$ cat config.mk
export PLATFORM = sky130hd
export DESIGN_NAME = pps_viewport
export DESIGN_NICKNAME = d
export VERILOG_FILES = /design/src/pps_pkg.sv /design/src/pps_viewport.sv
export SDC_FILE = /design/constraint.sdc
export NUM_CORES = 2
export LEC_CHECK = 0
export BUFFER_PORTS_ARGS = -buffer_cell sky130_fd_sc_hd__buf_2
export CAP_MARGIN = 30
export CORE_MARGIN = 2
export CORE_UTILIZATION = 60
export CTS_CLUSTER_DIAMETER = 60
export CTS_CLUSTER_SIZE = 40
export DETAILED_ROUTE_END_ITERATION = 10
export HOLD_SLACK_MARGIN = 0.05
export MAX_ROUTING_LAYER = met4
export PLACE_DENSITY_LB_ADDON = 0.3
export SETUP_SLACK_MARGIN = 0.05
export SYNTH_ARGS = -nofsm -noshare
export SYNTH_HDL_FRONTEND = slang
export SYNTH_SLANG_ARGS = --single-unit
$ cat constraint.sdc
create_clock -name clk -period 15.7 [get_ports clk]
set_input_delay 1.57 -clock clk [delete_from_list [all_inputs] [get_ports clk]]
set_output_delay 1.57 -clock clk [all_outputs]
set_load 0.03 [all_outputs]
$ cat src/pps_pkg.sv
// ----------------------------------------------------------------------------
// pps_pkg
// Shared word types and constants for the point-to-screen projection block.
// ----------------------------------------------------------------------------
package pps_pkg;

  localparam int NUM_REGS  = 8;
  localparam int CFG_AW    = 6;   // 8 registers at 8-byte spacing
  localparam int REG_W     = 64;
  localparam int QUO_BITS  = 41;  // ratio clamps at 2^40 LSB

  localparam logic [REG_W-1:0] REG_RESET [NUM_REGS] = '{
    64'h0000_0001_0000_0000, 64'h0,
    64'h0001_0000_0000_0000, 64'h0,
    64'h0,                   64'h0000_0000_0001_0000,
    64'h0,                   64'h0001_0000_0000_0000
  };

  typedef logic [NUM_REGS-1:0][REG_W-1:0] matrix_t;

  typedef struct packed {
    logic signed [31:0] pos_x;
    logic signed [31:0] pos_y;
    logic signed [31:0] pos_z;
    logic        [15:0] extent_x;
    logic        [15:0] extent_y;
    logic signed [15:0] offset_x;
    logic signed [15:0] offset_y;
  } in_word_t;

  typedef struct packed {
    logic signed [31:0] screen_x;
    logic signed [31:0] screen_y;
    logic signed [31:0] clip_z;
    logic signed [31:0] clip_w;
    logic               range_flag;
  } out_word_t;

  // Clip values and viewport fields that ride along the divider.
  typedef struct packed {
    logic signed [31:0] cx;
    logic signed [31:0] cy;
    logic signed [31:0] cz;
    logic signed [31:0] cw;
    logic               flag;
    logic        [15:0] ex;
    logic        [15:0] ey;
    logic signed [15:0] ox;
    logic signed [15:0] oy;
  } side_t;

endpackage

$ cat src/pps_viewport.sv
// ----------------------------------------------------------------------------
// pps_viewport
// Bias and flip, scale by extent, add offset and saturate into the output word.
// ----------------------------------------------------------------------------
module pps_viewport #(
  parameter int FRAC_BITS = 16
) (
  input  logic                              clk,
  input  logic                              rst_n,
  input  logic                              en,
  input  logic                              in_valid,
  input  pps_pkg::side_t                    in_side,
  input  logic signed [pps_pkg::QUO_BITS:0] in_nx,
  input  logic signed [pps_pkg::QUO_BITS:0] in_ny,
  output logic                              out_valid,
  output pps_pkg::out_word_t                out_data
);
  import pps_pkg::*;

  localparam int NW = QUO_BITS + 2;
  localparam int PW = NW + 17;
  localparam logic signed [NW-1:0] HALF = NW'(1) <<< (FRAC_BITS - 1);
  localparam logic signed [63:0]   MAXV = 64'sd2147483647;
  localparam logic signed [63:0]   MINV = -64'sd2147483648;

  logic signed [NW-1:0] bx_r, by_r;
  logic signed [PW-1:0] px_r, py_r;
  side_t                side1_r, side2_r;
  logic                 v1_r, v2_r, v3_r;
  out_word_t            word_r;
  logic signed [63:0]   sx, sy;
  logic                 satx, saty;
  logic signed [31:0]   sx32, sy32;

  always_comb begin
    sx = 64'(px_r) + (64'(side2_r.ox) <<< FRAC_BITS);
    sy = 64'(py_r) + (64'(side2_r.oy) <<< FRAC_BITS);
    satx = (sx > MAXV) || (sx < MINV);
    saty = (sy > MAXV) || (sy < MINV);
    sx32 = (sx > MAXV) ? 32'sh7fff_ffff : (sx < MINV) ? 32'sh8000_0000 : 32'(sx);
    sy32 = (sy > MAXV) ? 32'sh7fff_ffff : (sy < MINV) ? 32'sh8000_0000 : 32'(sy);
  end

  always_ff @(posedge clk) begin
    if (en) begin
      bx_r    <= NW'(in_nx) + HALF;
      by_r    <= HALF - NW'(in_ny);
      side1_r <= in_side;
      px_r    <= bx_r * $signed({1'b0, side1_r.ex});
      py_r    <= by_r * $signed({1'b0, side1_r.ey});
      side2_r <= side1_r;
      word_r.screen_x   <= sx32;
      word_r.screen_y   <= sy32;
      word_r.clip_z     <= side2_r.cz;
      word_r.clip_w     <= side2_r.cw;
      word_r.range_flag <= side2_r.flag || satx || saty;
    end
  end

  always_ff @(posedge clk) begin
    if (!rst_n) begin
      v1_r <= 1'b0;
      v2_r <= 1'b0;
      v3_r <= 1'b0;
    end else if (en) begin
      v1_r <= in_valid;
      v2_r <= v1_r;
      v3_r <= v2_r;
    end
  end

  assign out_valid = v3_r;
  assign out_data  = word_r;

endmodule

Word-level counts from Yosys, hierarchy flattened:

Cells that the tools add are included.

* input bits: 281
* register bits: 564

* order comparisons: 4
* multipliers: 2
* add/sub/neg operators: 4
* reductions and logical operators: 4
* multiplexer cells: 2

Operators with widths (count)
* 60-bit by 32-bit adder with 61-bit output: 2
* 61-bit by 32-bit greater-than comparator with 1-bit output, second input constant: 2
* 61-bit by 32-bit < comparator with 1-bit output, second input constant: 2
* 43-bit by 17-bit multiplier with 60-bit output: 2
* 32-bit 2-to-1 mux: 2
* 42-bit by 17-bit adder with 43-bit output, second input constant: 1
* 17-bit by 42-bit subtractor with 43-bit output, first input constant: 1
* 1-bit logical OR: 4

Longest topological paths before layout:

* depth after elaboration: 5
* depth in mapped cells: 28
* mapped depth without buffers: 26

Least setup slack after synthesis:

No wires, ideal clock.

* kind: flip-flop to flip-flop
* start: reg by_r[5]
* end: reg py_r[57] (data pin)
* data required time: 15.431 ns
* setup slack: 8.664 ns
* library setup time: 0.269 ns
* clock period less this slack: 7.036 ns
* stages on the path, launching flop included: 26
* data arrival time: 6.767 ns
* cells stage by stage: edfxtp_1 -> clkbuf_1 -> and2_1 -> fa_1 -> inv_1 -> fa_1 -> fa_1 -> fa_1 -> inv_1 -> fa_1 -> inv_1 -> fa_1 -> inv_1 -> ha_1 -> and4_1 -> and3_1 -> a32oi_1 -> a2111o_1 -> a21boi_0 -> a211o_1 -> a31oi_1 -> o31a_1 -> o21bai_1 -> a21oi_1 -> o31ai_1 -> xor2_1

* word-level cells in the longest chain between the ends: 1

Ends and longest elaborated chain
* start: declaration: RTL line pps_viewport.sv:26 `logic signed [NW-1:0] bx_r, by_r;`
* start signal: assignment: RTL line pps_viewport.sv:47 `by_r <= HALF - NW'(in_ny);`
* 43-bit by 17-bit multiplier with 60-bit output: RTL line pps_viewport.sv:50 `py_r <= by_r * $signed({1'b0, side1_r.ey});`
* end signal: assignment: RTL line pps_viewport.sv:50
* end: declaration: RTL line pps_viewport.sv:27 `logic signed [PW-1:0] px_r, py_r;`

No other way between the ends.
A chain may end at the register's enable or synchronous reset.

Worst setup path after layout:

* start: reg by_r[6]
* end: reg py_r[57] (data pin)

Same word-level chain as after synthesis.

==> results_tabular.tex <==
\begin{tabular}{lr}
\hline
Metric & Value \\
\hline
\multicolumn{2}{l}{\textbf{Setup path}} \\
\quad Type of origin of the critical path & flip-flop \\
\quad Required @ worst endpoint & 16.12 ns \\
\quad Cell family with the largest share of critical-path delay & adder cells \\
\quad Category of the worst setup path capture point & flip-flop \\
\quad Cell-by-cell listing of the critical path & and2\_1 > fa\_1 > inv\_1 > fa\_1 > fa\_1 > inv\_1 > fa\_1 > fa\_1 > inv\_1 > fa\_1 > inv\_1 > ha\_1 > and4\_1 > and3\_1 > a32oi\_1 > a2111o\_1 > a21boi\_0 > a211o\_1 > a31oi\_1 > o31a\_1 > o21bai\_1 > a21oi\_1 > o31ai\_1 > xor2\_1 \\
\quad WS Path Type & reg -> reg \\
\quad Maximum net fanout on the critical path & 16 \\
\quad Cell with the largest stage delay on the worst path & sky130\_fd\_sc\_hd\_\_edfxtp\_1 \\
\quad Arrival time reported for the critical path endpoint & between 9 and 10 ns \\
\quad Worst Path Buf+Inv & 4 \\
\quad Cell with the most instances on the worst path & sky130\_fd\_sc\_hd\_\_fa\_1 \\
\quad Slowest stage delay, CP & 0.72 ns \\
\multicolumn{2}{l}{\textbf{Yosys}} \\
\quad Simple-gate share of the synthesized area & 13.9\% \\
\quad Cell area after technology mapping & 71300 um2 \\
\quad Synth unique cells & 91 \\
\quad Share of synthesized cell area in full adder, half adder and majority cells & between 40 and 50\% \\
\quad Mean post-synth cell area & 10.1 um2 \\
\quad Synth warn & 0 \\
\quad Synthesized net count & approximately 9000 \\
\quad Main combinational cell family by area after synthesis & adder cells \\
\quad Share of async-settable or async-resettable flops after synthesis & 0\% \\
\quad Number of enable flip-flop cells after synthesis & roughly 560 \\
\quad Multiplexer area fraction after synthesis & 0.116\% \\
\quad Number of register bits inferred by synthesis & 564 \\
\quad Top FF cell, synth & sky130\_fd\_sc\_hd\_\_edfxtp\_1 \\
\quad Area share of xor/xnor cells in the synthesized design & 3.00\% \\
\quad Compound-cell area share of the yosys netlist & 7.01\% \\
\quad Sequential area share after synthesis & between 20\% and 30\% \\
\quad Cell count after synthesis & between 7000 and 8000 \\
\multicolumn{2}{l}{\textbf{Cells and area}} \\
\quad Register area & 16900 um2 \\
\quad Leading cell type in the layout, fill and taps excluded & sky130\_fd\_sc\_hd\_\_inv\_1 \\
\quad Fraction of layout instances using a drive strength above 1 & 7.31\% \\
\quad Count of nets after finishing & 9179 \\
\quad Multi-input gate area in the final layout & 47500 um2 \\
\quad Layout Area Growth over Synthesis & 7.39\% \\
\quad Most used cells in the layout excluding fill and tap cells & sky130\_fd\_sc\_hd\_\_inv\_1, sky130\_fd\_sc\_hd\_\_fa\_1, sky130\_fd\_sc\_hd\_\_nand2\_1, sky130\_fd\_sc\_hd\_\_edfxtp\_1, sky130\_fd\_sc\_hd\_\_and2\_1 \\
\quad Total of fill cells in the finished design & 9336 \\
\multicolumn{2}{l}{\textbf{Timing}} \\
\quad Slew of the pin with the lowest slew margin & 0.960 ns \\
\quad Pins Over Slew Limit & 0 \\
\quad Fmax & 115 MHz \\
\quad Worst hold margin & 0.408 ns \\
\quad Setup TNS & 0 ns \\
\quad Remaining max-slew budget at the tightest pin & between 30\% and 40\% \\
\quad Setup repair after global routing missed its margin & false \\
\quad Min Tclk post-route & between 8 and 9 ns \\
\quad Worst clock skew & between 0.06 and 0.07 ns \\
\quad Share of the cycle needed by the critical path after routing & between 50\% and 60\% \\
\quad Final setup fails & 0 \\
\quad Final-report hold violation count & 0 \\
\multicolumn{2}{l}{\textbf{Detailed routing}} \\
\quad Number of design rule violations left after detail routing & 0 \\
\quad Routed length per instance & slightly below 20 um \\
\quad Post-DR vias/cell & 5.65 \\
\quad Final WL & 172000 um \\
\quad Routed Antenna Nets & 0 \\
\quad Violation count after the first detailed-routing iteration & 3506 \\
\quad Number of detailed-route iterations in the first pass & 5 \\
\quad Number of vias in the routed layout & 50000 \\
\multicolumn{2}{l}{\textbf{Clock network}} \\
\quad Clock tree from TritonCTS & yes \\
\quad Clock-pin slew of the registers on the worst-case setup and hold paths & 0.11 ns \\
\quad Setup Buffers After CTS & 0 \\
\quad Count of instances resized after the clock tree is built & 0 \\
\quad Cts-stage hold buffer count & 0 \\
\quad H-tree depth & 2 \\
\quad Worst-Skew Late Latency & 0.71 ns \\
\quad Cell at the root of the clock tree & sky130\_fd\_sc\_hd\_\_clkbuf\_16 \\
\quad Bufs on Longest Clock Path & 3 \\
\quad TritonCTS Sinks & between 500 and 600 \\
\quad Total clock buffers created by CTS & 55 \\
\multicolumn{2}{l}{\textbf{Placed design}} \\
\quad Gpl congestion & 0.954 \\
\quad Buffers on Ports & 346 \\
\quad DPL Wire Length & 130000 um \\
\multicolumn{2}{l}{\textbf{Die}} \\
\quad Std-Cell Core Area & 118000 um2 \\
\quad Starting Density & between 60 and 70\% \\
\quad Width of the chip & 349 um \\
\quad Number of top-level design ports & 411 \\
\quad Chip Height & 349 um \\
\quad Number of core rows & 126 \\
\quad Die Footprint & 122000 um2 \\
\multicolumn{2}{l}{\textbf{Flow run}} \\
\quad Number of violations of the max-capacitance limit & 0 \\
\multicolumn{2}{l}{\textbf{Status}} \\
\quad Status & finished clean \\
\multicolumn{2}{l}{\textbf{Global routing}} \\
\quad GRT overflow & 0 \\
\quad Wire length of the first global-routing pass & 280000 um \\
\quad Via count of the first global-routing pass & 53200 \\
\quad Largest net degree at the start of global routing & 125 \\
\quad Total global-route track usage & 30.0\% \\
\quad Antenna violations before repair & 22 \\
\multicolumn{2}{l}{\textbf{Worst hold path}} \\
\quad Min-delay worst type & reg -> reg \\
\hline
\end{tabular}
-- metal layers --
layer / wire length [um] / GRT usage, % / part of all wire, % / vias to the layer above
met5: 0 / - / 0 / -
met4: 5010 / 8.22 / 2.9 / 0
met3: 17200 / 6.48 / 10 / 341
met2: 78900 / 46.4 / 46 / 2223
met1: 71100 / 40.6 / 41 / 25100
li1: - / - / - / 22300
-- through the flow --
step | setup slack [ns] | util (%) | area [um2] | std cells
global placement | 7.26 | 62.9 | 74200 | 8718
global route | 6.75 | 65.0 | 76600 | 8847
CTS | 7.13 | 64.9 | 76500 | 8823
finish | 7.03 | 65.0 | 76600 | 8847
floorplan | 8.66 | - | 71300 | 7079
detailed placement | 7.14 | 63.0 | 74200 | 8719
-- logic make-up (layout without fill, tap and decap cells) --
| family | after synthesis | in the layout |
|---|---|---|
| AOI/OAI and AO/OA | 756 | 756 |
| and+or+nand+nor | 2031 | 2031 |
| adders and majority gates | 1656 | 1656 |
| muxes | 8 | 8 |
| xor gates and xnor gates | 244 | 244 |
| other | 0 | 22 |
| DFF | 564 | 564 |
| buffers and inverters | 1820 | 2030 |
-- worst register-to-register path: stages (launching register included) --
cell and delay [ns]:
sky130_fd_sc_hd__edfxtp_1 0.72, sky130_fd_sc_hd__and2_1 0.35, sky130_fd_sc_hd__fa_1 0.54, sky130_fd_sc_hd__inv_1 0.06
sky130_fd_sc_hd__fa_1 0.51, sky130_fd_sc_hd__fa_1 0.52, sky130_fd_sc_hd__inv_1 0.06, sky130_fd_sc_hd__fa_1 0.46
sky130_fd_sc_hd__fa_1 0.54, sky130_fd_sc_hd__inv_1 0.06, sky130_fd_sc_hd__fa_1 0.52, sky130_fd_sc_hd__inv_1 0.04
sky130_fd_sc_hd__ha_1 0.35, sky130_fd_sc_hd__and4_1 0.29, sky130_fd_sc_hd__and3_1 0.17, sky130_fd_sc_hd__a32oi_1 0.09
sky130_fd_sc_hd__a2111o_1 0.48, sky130_fd_sc_hd__a21boi_0 0.71, sky130_fd_sc_hd__a211o_1 0.34, sky130_fd_sc_hd__a31oi_1 0.23
sky130_fd_sc_hd__o31a_1 0.38, sky130_fd_sc_hd__o21bai_1 0.37, sky130_fd_sc_hd__a21oi_1 0.18, sky130_fd_sc_hd__o31ai_1 0.33
sky130_fd_sc_hd__xor2_1 0.12
-- Yosys cell counts (6+ instances only) --
cell | number | area share, %
sky130_fd_sc_hd__inv_1 | 1528 | 8.0
sky130_fd_sc_hd__fa_1 | 1288 | 36
sky130_fd_sc_hd__nand2_1 | 988 | 5.2
sky130_fd_sc_hd__edfxtp_1 | 561 | 24
sky130_fd_sc_hd__and2_1 | 556 | 4.9
sky130_fd_sc_hd__ha_1 | 368 | 6.5
sky130_fd_sc_hd__clkbuf_1 | 271 | 1.4
sky130_fd_sc_hd__a21oi_1 | 203 | 1.4
sky130_fd_sc_hd__xnor2_1 | 163 | 2.0
sky130_fd_sc_hd__a21o_1 | 152 | 1.6
sky130_fd_sc_hd__nor2_1 | 129 | 0.68
sky130_fd_sc_hd__o21ai_0 | 104 | 0.73
sky130_fd_sc_hd__xor2_1 | 81 | 0.99
sky130_fd_sc_hd__nand3_1 | 69 | 0.48
sky130_fd_sc_hd__o21a_1 | 55 | 0.58
sky130_fd_sc_hd__nor3_1 | 49 | 0.34
sky130_fd_sc_hd__nand4_1 | 43 | 0.38
sky130_fd_sc_hd__and3_1 | 34 | 0.30
sky130_fd_sc_hd__a211oi_1 | 32 | 0.34
sky130_fd_sc_hd__o21bai_1 | 29 | 0.31
sky130_fd_sc_hd__nor4_1 | 28 | 0.25
sky130_fd_sc_hd__a31oi_1 | 26 | 0.23
sky130_fd_sc_hd__nand2b_1 | 20 | 0.18
sky130_fd_sc_hd__nor2b_1 | 20 | 0.18
sky130_fd_sc_hd__or3_1 | 20 | 0.18
sky130_fd_sc_hd__o211ai_1 | 17 | 0.18
sky130_fd_sc_hd__buf_2 | 14 | 0.098
sky130_fd_sc_hd__or2_2 | 14 | 0.12
sky130_fd_sc_hd__o22ai_1 | 13 | 0.11
sky130_fd_sc_hd__or4_1 | 13 | 0.14
sky130_fd_sc_hd__o2111ai_1 | 11 | 0.14
sky130_fd_sc_hd__and4_1 | 10 | 0.12
sky130_fd_sc_hd__o21ai_1 | 10 | 0.070
sky130_fd_sc_hd__a211o_1 | 9 | 0.11
sky130_fd_sc_hd__nand4b_1 | 9 | 0.11
sky130_fd_sc_hd__o31a_1 | 9 | 0.11
sky130_fd_sc_hd__o31ai_1 | 9 | 0.095
sky130_fd_sc_hd__a2111oi_0 | 7 | 0.086
sky130_fd_sc_hd__a311oi_1 | 7 | 0.086
sky130_fd_sc_hd__a21boi_0 | 6 | 0.063
sky130_fd_sc_hd__a221oi_1 | 6 | 0.074
sky130_fd_sc_hd__mux2i_1 | 6 | 0.084
-- path summary, 6_finish.rpt --
path,to,depth (start not counted),startpoint,slack (ns)
setup / recovery,py_r[57],24,by_r[6],7.03
hold / removal,out_data[12],0,side2_r[76],0.41
setup reg to reg,py_r[57],24,by_r[6],7.03
hold reg to reg,out_data[12],0,side2_r[76],0.41
-- registers in the layout (all words and copies together), names as in the netlist --
name and count:
out_data 129, bx_r 43, px_r 60, side2_r 97, out_valid 1, side1_r 129
v1_r 1, by_r 43, py_r 60, v2_r 1
-- cell type report --
type                       instances  share of cell area (%)
sequential                       564                    22.1
clock buffer                      58                    1.81
inverter                        1528                    7.49
antenna                           22                  0.0719
tap                             1536                    2.51
clock inverter                    46                    1.12
timing repair buffer             398                    2.86
multi-input combinational       4695                    62.1
Power is not shown: default switching activity piles up to over one toggle a cycle in this logic, so the estimate is an artifact.
